## config.mk

```make
export PLATFORM = sky130hd
export DESIGN_NAME = dsc_ram
export DESIGN_NICKNAME = d
export VERILOG_FILES = /design/src/design/dsc_ram.sv
export SDC_FILE = /design/constraint.sdc
export NUM_CORES = 1
export LEC_CHECK = 0
export BUFFER_PORTS_ARGS = -buffer_cell sky130_fd_sc_hd__buf_2
export CAP_MARGIN = 5
export CORE_ASPECT_RATIO = 0.5
export CORE_MARGIN = 2
export CORE_UTILIZATION = 45
export DETAILED_ROUTE_END_ITERATION = 6
export GPL_ROUTABILITY_DRIVEN = 1
export HOLD_SLACK_MARGIN = 0.05
export PLACE_DENSITY = 0.64
export SYNTH_ARGS = -nofsm -noshare
export SYNTH_HDL_FRONTEND = slang
export SYNTH_SLANG_ARGS = --single-unit
```

## constraint.sdc

```tcl
create_clock -name clk -period 4 [get_ports clk]
set_input_delay 1 -clock clk [delete_from_list [all_inputs] [get_ports clk]]
set_output_delay 1 -clock clk [all_outputs]
set_load 0.02 [all_outputs]
```

## src/design/dsc_ram.sv

```systemverilog
// Generic single-port RAM with registered read.
// No dependencies.
module dsc_ram #(
  parameter int Width = 8,
  parameter int Depth = 16
) (
  input  logic                     clk,
  input  logic                     we,
  input  logic [$clog2(Depth)-1:0] addr,
  input  logic [Width-1:0]         wdata,
  output logic [Width-1:0]         rdata
);
  logic [Width-1:0] mem [Depth];

  // write or read one entry per cycle
  always_ff @(posedge clk) begin
    if (we) mem[addr] <= wdata;
    rdata <= mem[addr];
  end
endmodule

```

==> metrics.txt, run 1 <==
status complete, no violations; total track usage 17.24%; post-synth cell types 18; worst-margin pin slew 1.221 ns; PnR worst setup slack 1.275 ns; max_cap viols 0; critical path's largest stage delay 0.76 ns; Synth Area in XOR/XNOR 0%; post-cts resize count 0; Final setup viols 0; CP cell instances buf_2 -> nand2_1 -> nor2_1; number of synthesized flops with an enable pin 128; Synth Area in Simple Gates 3.210%; power share of the clock group 46.2%; unrepaired setup endpoints after global routing false; CP startpoint kind input port; 1st-pass router iterations 4; DP Area around 5300 um^2; CP required 4.04 ns; Combinational Power Share 4.7%; pwr/cell area 553.5 nW/um^2; largest cells by area after synthesis edfxtp_1 76%, mux4_2 14%, dfxtp_1 3.2%, a22oi_1 2.4%, nor2_1 0.96%; Max Root-Sink Buffers 2; n_diodes 0; post-route ant nets 0; largest net degree at the start of global routing 40; clock skew roughly 0.0094 ns; Avg Cell Area, Syn about 22 um^2; Post-Synth Adder-Cell Area 0%; Ys Warns 0; dpl ws 0.8782 ns; vias in the first global route 2488; Peak VDD IR 0.2884 mV; Starting Density roughly 46%; Post-Syn Area 5067 um^2; worst setup path class input port to flop; Pleak 1.898 nW; Synth Area in Compound Gates 2.370%; Pwr Total between 3 and 4 mW; Critical Path AT around 2.8 ns; final setup TNS 0 ns; Final GP Congestion 0.7823; I/O Buffers 21; DIE WIDTH 154.1 um; fin crit period 2.725 ns; CTS tree yes; crit end category flop; CTS root buffer clkbuf_16; Primary FF master, synth edfxtp_1; DPL Wire Length between 5000 and 6000 um; largest family of logic cells by synthesized area multiplexers; first-pass GRT wire length around 14000 um; FILL cells slightly below 800; Placed Cells 388; top-area cell type share of the netlist area 75.85%; Final Cycle Share around two thirds; Power Internal ~2.6 mW; layout cells sized above 1 32.00%; Hold Violations, Final 0; hold crit path type flop to flop; top fanout value on the critical path 39; Post-CTS Setup Bufs 0; Die H roughly 79 um; routed vias/inst 5.505; wire per inst roughly 23 um; core area 10980 um^2; initial antenna violation count 0; WL final 9578 um; Max-slew headroom 17.96%; CTS Buf Count 17; Switch Pwr between 600 and 700 uW; hold_buf cts 0; routed via count 2312; Skew-Pair Late Insertion Delay 0.42 ns; finished layout cell area 5896 um^2; multiplexer share of the synthesized area 14.22%; IO Pins 22; syn nets 244; clk sink count between 100 and 150; R2R Setup Slk 2.52 ns; Yosys reg bits 136; DIE AREA 12180 um^2; Peak Freq 0.3669 GHz; share of power burned in registers around 49%; Final Max Tran Viols 0; Post-route DRC 0; Post-synth ARST share 0%; post-synth top area cell edfxtp_1; sequential share of the synthesized area 79.01%; Final #Nets 276; H-Tree Level Count 4; area grow syn2layout 16.35%; Core Rows 27; switching share of total power 21.21%; Detailed Route Iter0 Violations 246; slowest CP cell nor2_1; clock-pin slew on the worst setup and hold paths around 0.060 ns; Mapped Cells 230; non-filler cells, final 420; GRT overflow 0
-- worst max-delay path: cells and delay by family --
kind,cells,cell delay [ns]
AND/OR/NAND/NOR,2,1.04
buffers and inverters,1,0.69
-- worst paths after layout --
check	from	end	cells after the start
hold reg to reg	mem[14][0]	rdata[0]	3
setup reg to reg	mem[3][1]	rdata[1]	3
hold / removal	mem[14][0]	rdata[0]	3
setup / recovery	addr[1]	mem[11][7]	3
-- state kept, by name, indices dropped and copies added, names as in the netlist --
| name | cells |
|---|---|
| mem | 128 |
| rdata | 8 |
-- metrics by stage --
step	utilization, %	hold WS (ns)
6_report	53.70	0.6778
5_1_grt	53.70	0.7051
4_1_cts	53.70	0.6845
3_5_place_dp	48.42	0.6719
3_3_place_gp	48.42	0.6606
2_1_floorplan	-	0.6349
-- logic make-up (layout without fill, tap and decap cells) --
| kind of cell | count (synthesis) | after routing |
|---|---|---|
| buffers and inverters | 11 | 56 |
| AO/OA/AOI/OAI | 16 | 16 |
| AND/OR/NAND/NOR | 35 | 35 |
| multiplexers | 32 | 32 |
| flip-flops | 136 | 136 |
-- area by class of cell --
| class | instances | area, um^2 | share of cell area, % |
|---|---|---|---|
| clock buffer | 18 | 429.2 | 7.279 |
| clock inverter | 14 | 150.1 | 2.547 |
| multi-input combinational | 83 | 1003 | 17.02 |
| sequential | 136 | 4004 | 67.91 |
| tap | 145 | 181.4 | 3.077 |
| timing repair buffer | 24 | 127.6 | 2.165 |
-- power groups by stage --
stage / clock network (mW) / registers [mW] / logic [mW]
floorplan: 0 / 1.64 / 0.0821
global placement: 0 / 1.63 / 0.152
detailed placement: 0 / 1.63 / 0.156
CTS: 1.53 / 1.60 / 0.156
global route: 1.58 / 1.61 / 0.166
finish: 1.51 / 1.60 / 0.153
-- per-layer routing --
| metal | part of all wire [%] | vias to the layer above | global-route usage [%] |
|---|---|---|---|
| met5 | 0 | - | 0 |
| met4 | 1.0 | 0 | 8.972 |
| met3 | 8.2 | 9 | 5.404 |
| met2 | 48 | 85 | 26.77 |
| met1 | 43 | 1189 | 22.27 |
| li1 | - | 1029 | - |
-- cells in the final DEF, fill, tap and decap left out, types with 2 or more instances in the layout --
| master | synthesis | final |
|---|---|---|
| a22oi_1 | 16 | 16 |
| buf_2 | 2 | 21 |
| buf_4 | 0 | 3 |
| bufinv_16 | 0 | 2 |
| clkbuf_16 | 0 | 17 |
| clkinv_2 | 0 | 2 |
| clkinvlp_4 | 0 | 6 |
| dfxtp_1 | 8 | 8 |
| edfxtp_1 | 128 | 128 |
| inv_6 | 0 | 3 |
| mux4_2 | 32 | 32 |
| nand2_1 | 9 | 9 |
| nand2b_1 | 2 | 2 |
| nand3b_1 | 2 | 2 |
| nor2_1 | 13 | 13 |
| nor2b_1 | 2 | 2 |
| nor3_1 | 4 | 4 |
-- Yosys cell counts (all sizes together), types with 2 or more instances --
cell / number
clkbuf: 3
edfxtp: 128
buf: 8
mux4: 32
dfxtp: 8
nand2: 9
nand3b: 2
nor3: 4
nand2b: 2
nor2: 13
nor2b: 2
a22oi: 16
No activity file was read; power rests on OpenSTA's default activity.
==> run 2, diff against run 1 <==
--- a/config.mk
+++ b/config.mk
@@ -13,7 +13,7 @@
 export DETAILED_ROUTE_END_ITERATION = 6
 export GPL_ROUTABILITY_DRIVEN = 1
 export HOLD_SLACK_MARGIN = 0.05
-export PLACE_DENSITY = 0.64
+export PLACE_DENSITY = 0.67
 export SYNTH_ARGS = -nofsm -noshare
 export SYNTH_HDL_FRONTEND = slang
 export SYNTH_SLANG_ARGS = --single-unit
==> constraint.sdc (replaced) <==
create_clock -name clk -period 2.3 [get_ports clk]
set_input_delay 0.575 -clock clk [delete_from_list [all_inputs] [get_ports clk]]
set_output_delay 0.575 -clock clk [all_outputs]
set_load 0.02 [all_outputs]
==> run 2 against run 1 <==
  * Register-to-register slack got worse by 1.6 ns
  * Critical path depth increased by 2
  * Routed wire length about the same
  * Non-clock buffer count increased by 17
  * Die area unchanged
  * Setup slack got worse by 0.63 ns
  * Sequential power increased by 74%
  * Largest power group unchanged
  * Highest routed layer unchanged
==> metrics.txt, run 2 (synthesized netlist as in run 1, its figures left out) <==
status complete, no violations (unchanged); Skew-Pair Late Insertion Delay 0.42 ns (about the same); clock skew 0.01075 ns (was 0.009415 ns); Max Root-Sink Buffers 2 (unchanged); hold_buf cts 0 (unchanged); Top reg by flops mem (unchanged); CP cell instances buf_2 -> buf_12 -> mux4_2 -> a22oi_1 -> nand2_1 (was buf_2 -> nand2_1 -> nor2_1); worst-margin pin slew 0.7499 ns (was 1.221 ns); 1st-pass router iterations 4 (unchanged); Crit path buffers/inverters 2 (was 1); final setup TNS 0 ns (unchanged); Top Family by Delay on Critical Path multiplexers (was simple AND/OR/NAND/NOR gates); unrepaired setup endpoints after global routing false (unchanged); initial antenna violation count 0 (unchanged); DIE WIDTH 154.1 um (unchanged); critical path's largest stage delay 0.51 ns (was 0.76 ns); routed via count 2409 (was 2312); routed vias/inst 5.564 (was 5.505); core area 10980 um^2 (unchanged); n_diodes 0 (unchanged); Final GP Congestion 0.7530 (was 0.7823); power share of the clock group 41.9% (was 46.2%); top fanout value on the critical path 19 (was 39); largest registers mem x128, rdata x8 (unchanged); clock-pin slew on the worst setup and hold paths 0.05 ns (was 0.06 ns); pwr/cell area 887.6 nW/um^2 (was 553.5 nW/um^2); CTS root buffer clkbuf_16 (unchanged); Power Internal 4.223 mW (was 2.571 mW); vias in the first global route 2472 (was 2488); Pwr Total 5.287 mW (was 3.263 mW); Core Rows 27 (unchanged); Hold Violations, Final 0 (unchanged); dpl ws 0.1827 ns (was 0.8782 ns); crit end category flop (unchanged); Final #Nets 293 (was 276); DR WL met2 4755 um (was 4584 um); hold crit path type input port to flop (was flop to flop); Min Hold Slack 0.5521 ns (was 0.6778 ns); post-cts resize count 0 (unchanged); I/O Buffers 21 (unchanged); WL final 9573 um (was 9578 um); met1 wire length 4284 um (was 4104 um); Peak Freq 0.6053 GHz; DP Area 5482 um^2 (was 5316 um^2); highest-count cells in the layout ignoring fill and taps 128 x edfxtp_1, 32 x mux4_2, 21 x buf_2 (unchanged); Util after Layout 54.26% (was 53.70%); DPL Wire Length 6158 um (was 5918 um); CP required 2.59 ns (was 4.04 ns); Combinational Power Share 5.3% (was 4.7%); wire per inst 22.11 um (was 22.80 um); Starting Density 46.15% (unchanged); Peak VDD IR 0.5739 mV (was 0.2884 mV); IO Pins 22 (unchanged); clk sink count 136 (unchanged); Switch Pwr 1.064 mW (was 692.2 uW); Placed Cells 405 (was 388); H-Tree Level Count 4 (unchanged); max FFs per register 128 (unchanged); Final setup viols 0 (unchanged); Post-CTS Setup Bufs 0 (unchanged); GRT overflow 0 (unchanged); Detailed Route Iter0 Violations 227 (was 246); worst setup path class input port to flop (unchanged); post-route ant nets 0 (unchanged); Max-slew headroom 49.90% (was 17.96%); Pleak 1.970 nW (was 1.898 nW); area grow syn2layout 17.56% (was 16.35%); fin crit period 1.652 ns; Critical Path AT 1.95 ns (was 2.76 ns); commonest non-fill, non-tap cell in the layout edfxtp_1 (unchanged); max_cap viols 0 (unchanged); Die H 79.04 um (unchanged); top routing layer used met4 (unchanged); CP startpoint kind input port (unchanged); layout cells sized above 1 33.33% (was 32.00%); finished layout cell area 5957 um^2 (was 5896 um^2); DR WL met3 457 um (was 790 um); switching share of total power 20.13% (was 21.21%); total track usage 17.08% (was 17.24%); DIE AREA 12180 um^2 (unchanged); non-filler cells, final 433 (was 420); first-pass GRT wire length 14300 um (was 14370 um); Final Max Tran Viols 0 (unchanged); Final Cycle Share a little under three quarters; CTS Buf Count 17 (unchanged); share of power burned in registers 52.8% (was 49.1%); PnR worst setup slack 0.6479 ns (was 1.275 ns); slowest CP cell mux4_2 (was nor2_1); largest net degree at the start of global routing 23 (was 40); CTS tree yes (unchanged); Post-route DRC 0 (unchanged)
==> run 2: cell count changes in the layout (fill, tap and decap cells not counted) <==
cell / delta
buf_12: +3
buf_4: +14
bufinv_16: -2
clkbuf_1: +4
clkinv_1: +1
clkinv_2: +2
clkinv_4: -1
clkinvlp_4: -5
inv_6: -3
==> run 2: worst paths after layout <==
kind	endpoint	slack (ns)	from	cells past startpoint
min reg2reg	rdata[3]	0.68	mem[4][3]	3
min	mem[13][7]	0.55	wdata[7]	1
max	rdata[7]	0.65	addr[0]	5
max reg2reg	rdata[7]	0.97	mem[11][7]	3
==> run 2: final cells by class <==
cell class              count  area [um^2]
clock buffers              22        444.2
clock inverters             6        31.28
fillers                   808         5022
multi-input cells          83         1003
flip-flops and latches    136         4004
well taps                 145        181.4
repair buffers             41        292.8
==> run 2: power groups by stage <==
stage          Sequential [mW]  Clock, mW  Combinational (mW)
2_1_floorplan             2.86          0               0.143
3_3_place_gp              2.84          0               0.274
3_5_place_dp              2.84          0               0.282
4_1_cts                   2.79       2.25               0.283
5_1_grt                   2.79       2.35               0.301
6_report                  2.79       2.22               0.281
==> run 2: per-layer routing <==
layer  global-route usage, %  vias up
met5                       0        -
met4                   8.037        0
met3                   5.240        4
met2                   26.32       67
met1                   22.64     1284
li1                        -     1054
