`config.mk`:
```
export PLATFORM = sky130hd
export DESIGN_NAME = dsc_cell
export DESIGN_NICKNAME = d
export VERILOG_FILES = /design/src/design/dsc_pkg.sv /design/src/design/dsc_cell.sv
export SDC_FILE = /design/constraint.sdc
export NUM_CORES = 1
export LEC_CHECK = 0
export BUFFER_PORTS_ARGS = -buffer_cell sky130_fd_sc_hd__buf_2
export CORE_MARGIN = 3
export CORE_UTILIZATION = 40
export DETAILED_ROUTE_END_ITERATION = 10
export PLACE_DENSITY_LB_ADDON = 0.25
export SETUP_SLACK_MARGIN = 0.05
export SLEW_MARGIN = 15
export SYNTH_ARGS = -nofsm -noshare
export SYNTH_HDL_FRONTEND = slang
export SYNTH_SLANG_ARGS = --single-unit
```
`constraint.sdc`:
```
create_clock -name clk -period 0.9 [get_ports clk]
set_input_delay 0.045 -clock clk [delete_from_list [all_inputs] [get_ports clk]]
set_output_delay 0.045 -clock clk [all_outputs]
set_load 0.02 [all_outputs]
```
`src/design/dsc_pkg.sv`:
```
// Package for the dictionary segmentation counter: widths, item kinds, states
// and the saturating add. No dependencies.
package dsc_pkg;
  localparam int MaxPatterns = 512;
  localparam int MaxPatternLen = 8;
  localparam int AddrW = $clog2(MaxPatterns);
  localparam int CountW = $clog2(MaxPatterns + 1);
  localparam int EntryW = 28;
  localparam int WaysW = 63;
  localparam int WinDepth = MaxPatternLen + 1;
  localparam int LenLimit = (MaxPatternLen < 8) ? MaxPatternLen : 8;

  typedef enum logic [1:0] {
    KIND_LOAD  = 2'd0,
    KIND_SYM   = 2'd1,
    KIND_CLEAR = 2'd2,
    KIND_NONE  = 2'd3
  } kind_t;

  typedef enum logic [2:0] {
    ST_IDLE, ST_LOAD_SCAN, ST_SYM_SCAN, ST_FINISH, ST_OUT
  } state_t;

  // control from the sequencer to the match logic; seen counts up to 128
  typedef struct packed {
    logic       start;
    logic       rd_valid;
    logic [7:0] seen;
  } cell_ctl_t;

  function automatic logic [WaysW:0] sat_add(input logic [WaysW-1:0] a,
                                              input logic [WaysW-1:0] b);
    logic [WaysW:0] s;
    s = {1'b0, a} + {1'b0, b};
    if (s[WaysW]) s = {1'b1, {WaysW{1'b1}}};
    return s;
  endfunction
endpackage

```
`src/design/dsc_cell.sv`:
```
// One window cell: holds a symbol and a way count, passes them on one place
// per shift, and checks its own symbol against the streamed table entry.
// Depends on dsc_pkg.
module dsc_cell (
  input  logic                     clk,
  input  logic                     rst,
  input  logic                     clear,
  input  logic                     shift,
  input  logic [2:0]               sym_in,
  input  logic [dsc_pkg::WaysW-1:0] ways_in,
  input  logic [2:0]               entry_sym,
  input  logic                     match_in,
  output logic [2:0]               sym,
  output logic [dsc_pkg::WaysW-1:0] ways,
  output logic                     match_out
);
  import dsc_pkg::*;

  // compare the held symbol and AND with the upstream match chain
  assign match_out = match_in && (entry_sym == sym);

  // shift in the neighbor's values; clear to zero
  always_ff @(posedge clk) begin
    if (rst || clear) begin
      sym  <= '0;
      ways <= '0;
    end else if (shift) begin
      sym  <= sym_in;
      ways <= ways_in;
    end
  end
endmodule

```
==> results.json, run 1 <==
{
  "synthesis.nets": 292,
  "floorplan.die.width_microns": 84.44,
  "num-nets-final": 507,
  "flip_flop_and_latch_count_after_synthesis": 66,
  "setup.worst_path.start": "sym[2]",
  "clk_pin_slew_worst_paths_ps": 70,
  "wire_per_inst_microns": 16.19,
  "combinational_family_with_the_most_area_after_synthesis": "multiplexers",
  "drt_pass_1_iters": 4,
  "drv_cap": 0,
  "drtAntennaViolNets": 0,
  "worst_path_max_delay_cell": "dfxtp_2",
  "final_common_cell": "buf_2",
  "timing.critical_path.max_delay_family": "flip-flops",
  "insertion_delay_ps": 320,
  "grt_use_total": 0.2283,
  "setup_viols_final": 4,
  "most-common-layout-cells": "72 x buf_2, 68 x buf_6, 66 x nor2_1, 66 x dfxtp_2, 65 x mux2i_1",
  "failed_checks": "negative hold slack, negative setup slack",
  "grt_max_degree": 34,
  "drt-initial-drc-count": 94,
  "yosysSeqAreaShare": 0.5369,
  "floorplan.rows": 27,
  "fillers": 357,
  "stage_delay_of_the_slowest_cell_on_the_critical_path_ps": 340,
  "post_synth_instance_area_sq_um": 2461,
  "pwr_density_cell_nw_per_um2": 1496,
  "leakage_nw": 2.222,
  "setup_repair_after_global_routing_missed_its_margin": "true",
  "fmax_mhz": 832.6,
  "hold_path.startpoint": "ways_in[41]",
  "detailed_place_hpwl_microns": 3985,
  "synth_to_layout_area_growth_pct": 86.68,
  "clock_tree.root_cell": "clkbuf_8",
  "critical_path.cell_chain": "xnor2_1 > and4_4 > buf_6",
  "count_of_h_tree_levels_built_during_cts": 3,
  "cts_made_buffers": 9,
  "cts_sinks": 66,
  "timing.max_slew.rel_slack": 0.8618,
  "pin_count": 141,
  "synth_fa_ha_area_frac": 0,
  "die_area_sq_um": 7130,
  "post_synth_xor_area_fraction": 0.01068,
  "synth-compound-area-share": 0,
  "critical_path.startpoint_type": "flip-flop",
  "final.period_utilization": 1.335,
  "antenna_found_initial": 0,
  "dieHeight_microns": 84.44,
  "status": "finished, violations left",
  "final-instance-count-excl-fill": 509,
  "gp_routability_congestion": 0.6900,
  "routed-via-count": 2422,
  "yosysWarningCount": 0,
  "yosys-mux-area-fraction": 0.2684,
  "dpl.cell_count": 420,
  "worst-endpoint-required_ps": 850,
  "post-layout-total-power_w": 0.006872,
  "total_congestion_overflow": 0,
  "reg2reg_setup_slack_ps": 30,
  "timing.critical_path.fanout_max": 2,
  "yosysUniqueCellTypes": 10,
  "clock_skew_ps": 0,
  "tritoncts": "done",
  "area.sequential_sq_um": 1404,
  "via_per_inst": 4.758,
  "timing.final.max_slew_violations": 0,
  "hold-worst-slack_ps": -5.165,
  "clk_path_buf_depth": 2,
  "ir_drop_v": 0.001123,
  "core_area_sq_um": 5743,
  "finalWorstSetupSlack_ps": -301.1,
  "grt_pass1_vias": 2675,
  "num_antenna_cells": 0,
  "hold_viol_final": 1,
  "cp.buffers_inverters": 1,
  "worstReg2RegStart": "sym[2]",
  "critical_path_class": "flip-flop to output pin",
  "routed_wirelength_microns": 8242,
  "start_util": 0.4285,
  "final_period_minus_worst_setup_slack_ps": 1201,
  "timing.critical_path.to_type": "output pin",
  "route.detailed.drc": 0,
  "multiInputGateArea_sq_um": 970.9,
  "postSynthCellCount": 218,
  "worstMarginPinSlew_ps": 201.5,
  "post_synth.cell_area_avg_sq_um": 11.29,
  "grt_pass1_wl_microns": 12960,
  "timing.critical_path.arrival_ps": 1160,
  "layout-drive-gt1-share": 0.5446,
  "simple_gate_share_of_the_synthesized_area": 0.1068,
  "io_buffer_count": 140,
  "worst_hold_path_class": "input port to flip-flop"
}
cells in the mapped netlist:
| master | number | share of area |
|---|---|---|
| and4_1 | 1 | 0.0036 |
| dfxtp_1 | 66 | 0.54 |
| buf_4 | 2 | 0.0061 |
| xnor2_1 | 3 | 0.011 |
| clkbuf_1 | 2 | 0.0031 |
| buf_12 | 5 | 0.041 |
| nor2_1 | 66 | 0.10 |
| buf_6 | 6 | 0.027 |
| or2_1 | 1 | 0.0025 |
| mux2i_1 | 66 | 0.27 |
stage by stage:
step	util	TNS [ps]	setup WS (ps)	cell area, sq um
after global placement	0.5497	0	43.13	3157
after floorplan	-	0	56.43	2466
after CTS	0.7791	-447.9	-271.9	4474
final	0.8000	-478.2	-301.1	4594
after global routing	0.8000	-643.0	-352.8	4594
after detailed placement	0.5497	0	10.10	3157
where the power goes:
part           switching, W  internal [W]  leakage [nW]  total [W]
registers         0.0000747       0.00304         0.567    0.00311
logic              0.000490      0.000687          1.55    0.00118
clock network       0.00104       0.00155         0.100    0.00258
sequential cells by signal, indices dropped and copies added (netlist names):
signal,cells
ways,63
sym,3
kinds of logic after synthesis:
group                  count (synthesis)
XOR/XNOR                               3
buffers and inverters                 15
flip-flops                            66
multiplexers                          66
AND/OR/NAND/NOR                       68
worst register-to-register path: stages, from the launching register on:
cell and delay, ps:
dfxtp_2 340, buf_6 110, buf_4 120, mux2i_1 110, nor2_1 70
cell type report:
class,count,share of cell area
repair buffers,219,0.4199
flip-flops and latches,66,0.3056
multi-input cells,137,0.2113
clock buffers,12,0.02941
well taps,72,0.01961
clock inverters,3,0.01416
routing by layer:
layer	vias up	global-route usage	routed length, microns
li1	1149	-	-
met1	1130	0.2435	3154
met2	116	0.4010	4193
met3	27	0.07851	642
met4	0	0.1122	252
met5	-	0	0
worst paths after layout:
check | to | cells past startpoint
worst max-delay path | match_out | 3
worst min-delay path | ways[41] | 3
worst max register to register | sym[2] | 4
worst min register to register | ways[47] | 2
what timing repair did:
| item | CTS | global route |
|---|---|---|
| gates resized for setup | 176 | 26 |
| endpoints found under the hold margin | 64 | 0 |
| pin swaps | 4 | 1 |
| setup endpoints to repair | 67 | 66 |
| setup buffers | 3 | 9 |
| hold buffers | 64 | 0 |
No activity file was read; power rests on OpenSTA's default activity.
==> run 2: changes to the inputs <==
--- a/config.mk
+++ b/config.mk
@@ -5,11 +5,14 @@
 export SDC_FILE = /design/constraint.sdc
 export NUM_CORES = 1
 export LEC_CHECK = 0
+export ABC_AREA = 1
 export BUFFER_PORTS_ARGS = -buffer_cell sky130_fd_sc_hd__buf_2
+export CAP_MARGIN = 20
 export CORE_MARGIN = 3
 export CORE_UTILIZATION = 40
 export DETAILED_ROUTE_END_ITERATION = 10
 export PLACE_DENSITY_LB_ADDON = 0.25
+export RECOVER_POWER = 50
 export SETUP_SLACK_MARGIN = 0.05
 export SLEW_MARGIN = 15
 export SYNTH_ARGS = -nofsm -noshare
==> results.json, run 2 <==
{
  "status": "finished, violations left",
  "failed_checks": "negative setup slack",
  "grt_use_total": 0.2343,
  "timing.critical_path.fanout_max": 3,
  "worst_path_max_delay_cell": "dfxtp_2",
  "die_area_sq_um": 7305,
  "floorplan.rows": 28,
  "worst-endpoint-required_ps": 850,
  "pwr_density_cell_nw_per_um2": 1410,
  "timing.max_slew.rel_slack": 0.8610,
  "top_register": "ways",
  "post-layout-total-power_w": 0.006817,
  "grt_max_degree": 36,
  "ys_top_cells_by_count": "139 x nand2_1, 66 x dfxtp_1, 40 x a21oi_2",
  "core_area_sq_um": 6026,
  "final_design_area_no_fill_sq_um": 4833,
  "yosysWarningCount": 0,
  "clk_path_buf_depth": 2,
  "critical_path_class": "flip-flop to output pin",
  "leakage_nw": 2.115,
  "io_buffer_count": 140,
  "synth_enable_flop_cells": 0,
  "post_synth_instance_area_sq_um": 2526,
  "final_common_cell": "nand2_1",
  "antenna_found_initial": 0,
  "cts_made_buffers": 9,
  "drv_cap": 0,
  "floorplan.die.width_microns": 85.47,
  "drtAntennaViolNets": 0,
  "gp_routability_congestion": 0.7990,
  "setup_viols_final": 4,
  "postSynthCellCount": 304,
  "proportion_of_netlist_area_held_by_the_largest_area_contributor": 0.5230,
  "grt_pass1_vias": 2852,
  "cts_sinks": 66,
  "synthesis.nets": 378,
  "detailed_place_hpwl_microns": 4232,
  "drt-initial-drc-count": 120,
  "stage_delay_of_the_slowest_cell_on_the_critical_path_ps": 360,
  "flip_flop_and_latch_count_after_synthesis": 66,
  "yosysUniqueCellTypes": 14,
  "drt_pass_1_iters": 4,
  "num-nets-final": 601,
  "timing.critical_path.arrival_ps": 1150,
  "most-common-layout-cells": "137 x nand2_1, 73 x buf_2, 69 x buf_6, 66 x dlygate4sd3_1, 57 x dfxtp_2",
  "critical_path.startpoint_type": "flip-flop",
  "routed-via-count": 2888,
  "pin_count": 141,
  "wire_per_inst_microns": 14.62,
  "fmax_mhz": 834.3,
  "dieHeight_microns": 85.47,
  "timing.critical_path.to_type": "output pin",
  "hold_viol_final": 0,
  "num_antenna_cells": 0,
  "start_util": 0.4192,
  "final_period_minus_worst_setup_slack_ps": 1199,
  "tritoncts": "done",
  "largest_register_ffs": 63,
  "clock_tree.root_cell": "clkbuf_8",
  "worst_hold_path_class": "input port to flip-flop",
  "route.detailed.drc": 0,
  "yosysSeqAreaShare": 0.5230,
  "synth_to_layout_area_growth_pct": 91.33,
  "top_regs": "ways x63, sym x3",
  "worstMarginPinSlew_ps": 208.5,
  "post_synth.cell_area_avg_sq_um": 8.310,
  "synth.largest_area_cell": "dfxtp_1",
  "pre_cts_ws_ps": 77.61,
  "critical_path.cell_chain": "inv_2 > nand2_2 > nand3_2 > nor2_4 > buf_6",
  "hold-worst-slack_ps": 204.0,
  "postSynth.topFlopCell": "dfxtp_1",
  "finalWorstSetupSlack_ps": -298.6,
  "via_per_inst": 4.758,
  "fillers": 375,
  "grt_pass1_wl_microns": 13550,
  "setup_repair_after_global_routing_missed_its_margin": "true",
  "clk_pin_slew_worst_paths_ps": 70,
  "asyncSetResetFlopFracSynth": 0,
  "count_of_h_tree_levels_built_during_cts": 3,
  "total_congestion_overflow": 0,
  "ir_drop_v": 0.0008759,
  "synth_most_common_cell": "nand2_1",
  "layout-drive-gt1-share": 0.5414,
  "final.period_utilization": 1.332,
  "placement.cell_area_sq_um": 3297,
  "insertion_delay_ps": 320,
  "timing.final.max_slew_violations": 0,
  "post_synth_main_area_contributors": "dfxtp_1 52%, nand2_1 21%, a21oi_2 14%, a21oi_1 5.3%, buf_6 2.7%",
  "routed_wirelength_microns": 8876,
  "clock_skew_ps": 0
}
-- run 2: cell types whose count changed after synthesis, sizes merged --
cell,delta
mux2i,-66
clkbuf,+2
buf,+4
nand3,+1
nand2,+139
xnor2,-3
inv,+8
and4,-1
a21oi,+67
nor2,-65
-- run 2: logic make-up (layout without fill, tap and decap cells) --
| group | count (synthesis) | after routing | synth area share |
|---|---|---|---|
| DFF | 66 | 66 | 0.5230 |
| buffers and inverters | 29 | 257 | 0.07132 |
| and+or+nand+nor | 142 | 142 | 0.2135 |
| AOI/OAI and AO/OA | 67 | 67 | 0.1922 |
-- run 2: layout make-up --
class / instances / area, sq um / area share
timing repair buffer: 233 / 2066 / 0.4274
sequential: 66 / 1396 / 0.2889
multi-input combinational: 209 / 1042 / 0.2156
clock buffer: 12 / 155.1 / 0.03210
tap: 75 / 93.84 / 0.01941
clock inverter: 4 / 50.05 / 0.01035
inverter: 8 / 30.03 / 0.006213
-- run 2: power breakdown --
part	switching, W	internal [W]
Combinational	0.000549	0.000650
Clock	0.00109	0.00143
Sequential	0.0000717	0.00303
Total	0.00171	0.00510
-- run 2: final timing paths --
check | start | end | slack (ps) | cells past startpoint
worst max-delay path | sym[2] | match_out | -300 | 5
worst min-delay path | shift | ways[1] | 200 | 4
worst max register to register | sym[2] | sym[2] | 100 | 4
worst min register to register | ways[12] | ways[12] | 470 | 2
-- run 2: critical path, delay by kind of cell, from the launching register on --
| kind | cells | cell delay (ps) |
|---|---|---|
| and+or+nand+nor | 3 | 310 |
| buffers and inverters | 2 | 170 |
| DFF | 1 | 360 |
-- run 2: per-stage QoR --
step           std cells  TNS (ps)    util
3_5_place_dp         504         0  0.5471
5_1_grt              607    -734.8  0.8021
3_3_place_gp         504         0  0.5471
6_report             607    -581.7  0.8021
4_1_cts              593    -465.5  0.7834
2_1_floorplan        304         0       -
-- run 2: repair_timing --
item | 4_1_cts | 5_1_grt
pin swaps | 3 | 4
endpoints found under the hold margin | 66 | 0
hold buffers | 66 | 0
setup buffers | 7 | 14
setup endpoints to repair | 67 | 55
cloned | 0 | 0
resized for setup | 199 | 8
-- run 2: metal layers --
| metal | vias up | share of wire | GRT usage |
|---|---|---|---|
| met4 | 0 | 0.017 | 0.08777 |
| li1 | 1405 | - | - |
| met5 | - | 0 | 0 |
| met3 | 16 | 0.067 | 0.05146 |
| met1 | 1333 | 0.39 | 0.2616 |
| met2 | 134 | 0.53 | 0.4308 |
==> run 3: changes to the inputs <==
--- a/config.mk
+++ b/config.mk
@@ -11,7 +11,7 @@
 export CORE_MARGIN = 3
 export CORE_UTILIZATION = 40
 export DETAILED_ROUTE_END_ITERATION = 10
-export PLACE_DENSITY_LB_ADDON = 0.25
+export PLACE_DENSITY = 0.81
 export RECOVER_POWER = 50
 export SETUP_SLACK_MARGIN = 0.05
 export SLEW_MARGIN = 15
==> results.json, run 3 (synthesis gave the netlist of run 2 again) <==
{
  "failed_checks": "negative setup slack",
  "worst_hold_path.endpoint": "ways[0]",
  "timing.critical_path.arrival_ps": 1210,
  "pin_count": 141,
  "antenna_found_initial": 0,
  "clock_skew_ps": 0,
  "core_area_sq_um": 6026,
  "fillers": 321,
  "wire_per_inst_microns": 16.44,
  "dieHeight_microns": 85.47,
  "final_design_area_no_fill_sq_um": 4897,
  "num-nets-final": 608,
  "grt_pass1_wl_microns": 14280,
  "synth_to_layout_area_growth_pct": 93.86,
  "fmax_mhz": 797.5,
  "worstReg2RegStart": "sym[2]",
  "via_per_inst": 4.977,
  "grt_use_total": 0.2509,
  "reg2reg_setup_slack_ps": 40,
  "critical_path_class": "flip-flop to output pin",
  "grt_pass1_vias": 3021,
  "top_register": "ways",
  "insertion_delay_ps": 330,
  "setup.worst_path.start": "sym[1]",
  "gp_routability_congestion": 0.7176,
  "clk_pin_slew_worst_paths_ps": 70,
  "hold_path.startpoint": "shift",
  "cts_made_buffers": 9,
  "worst_hold_path_class": "input port to flip-flop",
  "grt_max_degree": 37,
  "r2r.worst_path.cells": 4,
  "drt_pass_1_iters": 4,
  "io_buffer_count": 140,
  "status": "finished, violations left",
  "total_congestion_overflow": 0,
  "critical_path.startpoint_type": "flip-flop",
  "final.period_utilization": 1.393,
  "final_common_cell": "nand2_1",
  "setup_repair_after_global_routing_missed_its_margin": "true",
  "most-common-layout-cells": "137 x nand2_1, 72 x buf_2, 69 x buf_6, 66 x dlygate4sd3_1, 45 x dfxtp_2",
  "pwr_density_cell_nw_per_um2": 1471,
  "num_antenna_cells": 0,
  "post-layout-total-power_w": 0.007201,
  "drv_cap": 0,
  "placement.cell_area_sq_um": 3297,
  "route.detailed.drc": 0,
  "hold_viol_final": 0,
  "timing.critical_path.to_type": "output pin",
  "start_util": 0.4192,
  "drt-initial-drc-count": 109,
  "clk_path_buf_depth": 2,
  "r2r-end": "sym[2]",
  "floorplan.rows": 28,
  "floorplan.die.width_microns": 85.47,
  "tritoncts": "done",
  "area.sequential_sq_um": 1385,
  "cts_sinks": 66,
  "routed-via-count": 3056,
  "multiInputGateArea_sq_um": 1033,
  "top_regs": "ways x63, sym x3",
  "worstMarginPinSlew_ps": 208.5,
  "worst_hold_path.num_cells": 4,
  "finalWorstSetupSlack_ps": -354.0,
  "routed_wirelength_microns": 10090,
  "timing.critical_path.fanout_max": 3,
  "drtAntennaViolNets": 0,
  "ir_drop_v": 0.001158,
  "setup_viols_final": 4,
  "detailed_place_hpwl_microns": 4283,
  "count_of_h_tree_levels_built_during_cts": 3,
  "timing.max_slew.rel_slack": 0.8610,
  "largest_register_ffs": 63,
  "timing.final.max_slew_violations": 0,
  "final_period_minus_worst_setup_slack_ps": 1254,
  "worst-endpoint-required_ps": 850,
  "die_area_sq_um": 7305,
  "clock_tree.root_cell": "clkbuf_8",
  "leakage_nw": 2.165,
  "layout-drive-gt1-share": 0.5232
}
run 3: changes by cell type in the layout (fill, tap and decap cells not counted):
cell,previous run,this run
clkinvlp_4,2,1
dfxtp_4,1,2
a21oi_2,40,39
inv_1,5,6
inv_2,3,2
clkbuf_8,11,12
buf_2,73,72
bufinv_16,1,2
dfxtp_2,57,45
dfxtp_1,8,19
nor2_2,0,1
a21oi_1,27,28
nor2_4,1,0
buf_4,19,26
run 3: final cells by class:
cell class,count,share of cell area
inverters,8,0.006132
repair buffers,240,0.4323
clock inverters,4,0.01482
flip-flops and latches,66,0.2828
multi-input cells,209,0.2110
well taps,75,0.01916
clock buffers,12,0.03372
run 3: worst max path at each step:
| stage | to | depth (start not counted) |
|---|---|---|
| after CTS | match_out | 6 |
| after detailed placement | sym[0] | 4 |
| final | match_out | 6 |
| after floorplan | match_out | 4 |
| after global placement | sym[1] | 4 |
| after global routing | match_out | 6 |
run 3: repair_timing:
item / CTS / global route
resized for setup: 199 / 7
setup buffers: 6 / 22
pin swaps: 3 / 3
endpoints found under the setup margin: 67 / 67
hold buffers: 66 / 0
endpoints found under the hold margin: 66 / 0
run 3: through the flow:
stage	instances	worst slack (ps)	util	hold slack [ps]	setup TNS [ps]
2_1_floorplan	304	73.89	-	183.8	0
3_3_place_gp	504	110.7	0.5471	298.0	0
3_5_place_dp	504	89.13	0.5471	299.1	0
4_1_cts	592	-250.8	0.7876	172.7	-384.2
5_1_grt	614	-436.7	0.8127	186.2	-1203
6_report	614	-354.0	0.8127	191.5	-687.3
run 3: critical path: stages, from the launching register on:
cell	delay (ps)
dfxtp_2	340
inv_1	80
nand2_1	50
nand2_1	70
nand2_1	80
nor2_2	130
buf_6	130
run 3: metal layers:
| layer | global-route usage | routed length (microns) | up-vias |
|---|---|---|---|
| met5 | 0 | 0 | - |
| met4 | 0.1597 | 539 | 0 |
| met1 | 0.2395 | 3453 | 1438 |
| met2 | 0.4576 | 5520 | 149 |
| li1 | - | - | 1419 |
| met3 | 0.08155 | 578 | 50 |
run 3: where the power goes:
| part | switching, W | total, W | leakage (nW) | internal, W |
|---|---|---|---|---|
| Sequential | 0.0000739 | 0.00310 | 0.559 | 0.00302 |
| Combinational | 0.000571 | 0.00123 | 1.49 | 0.000660 |
| Clock | 0.00109 | 0.00288 | 0.119 | 0.00178 |
| Total | 0.00174 | 0.00720 | 2.17 | 0.00546 |
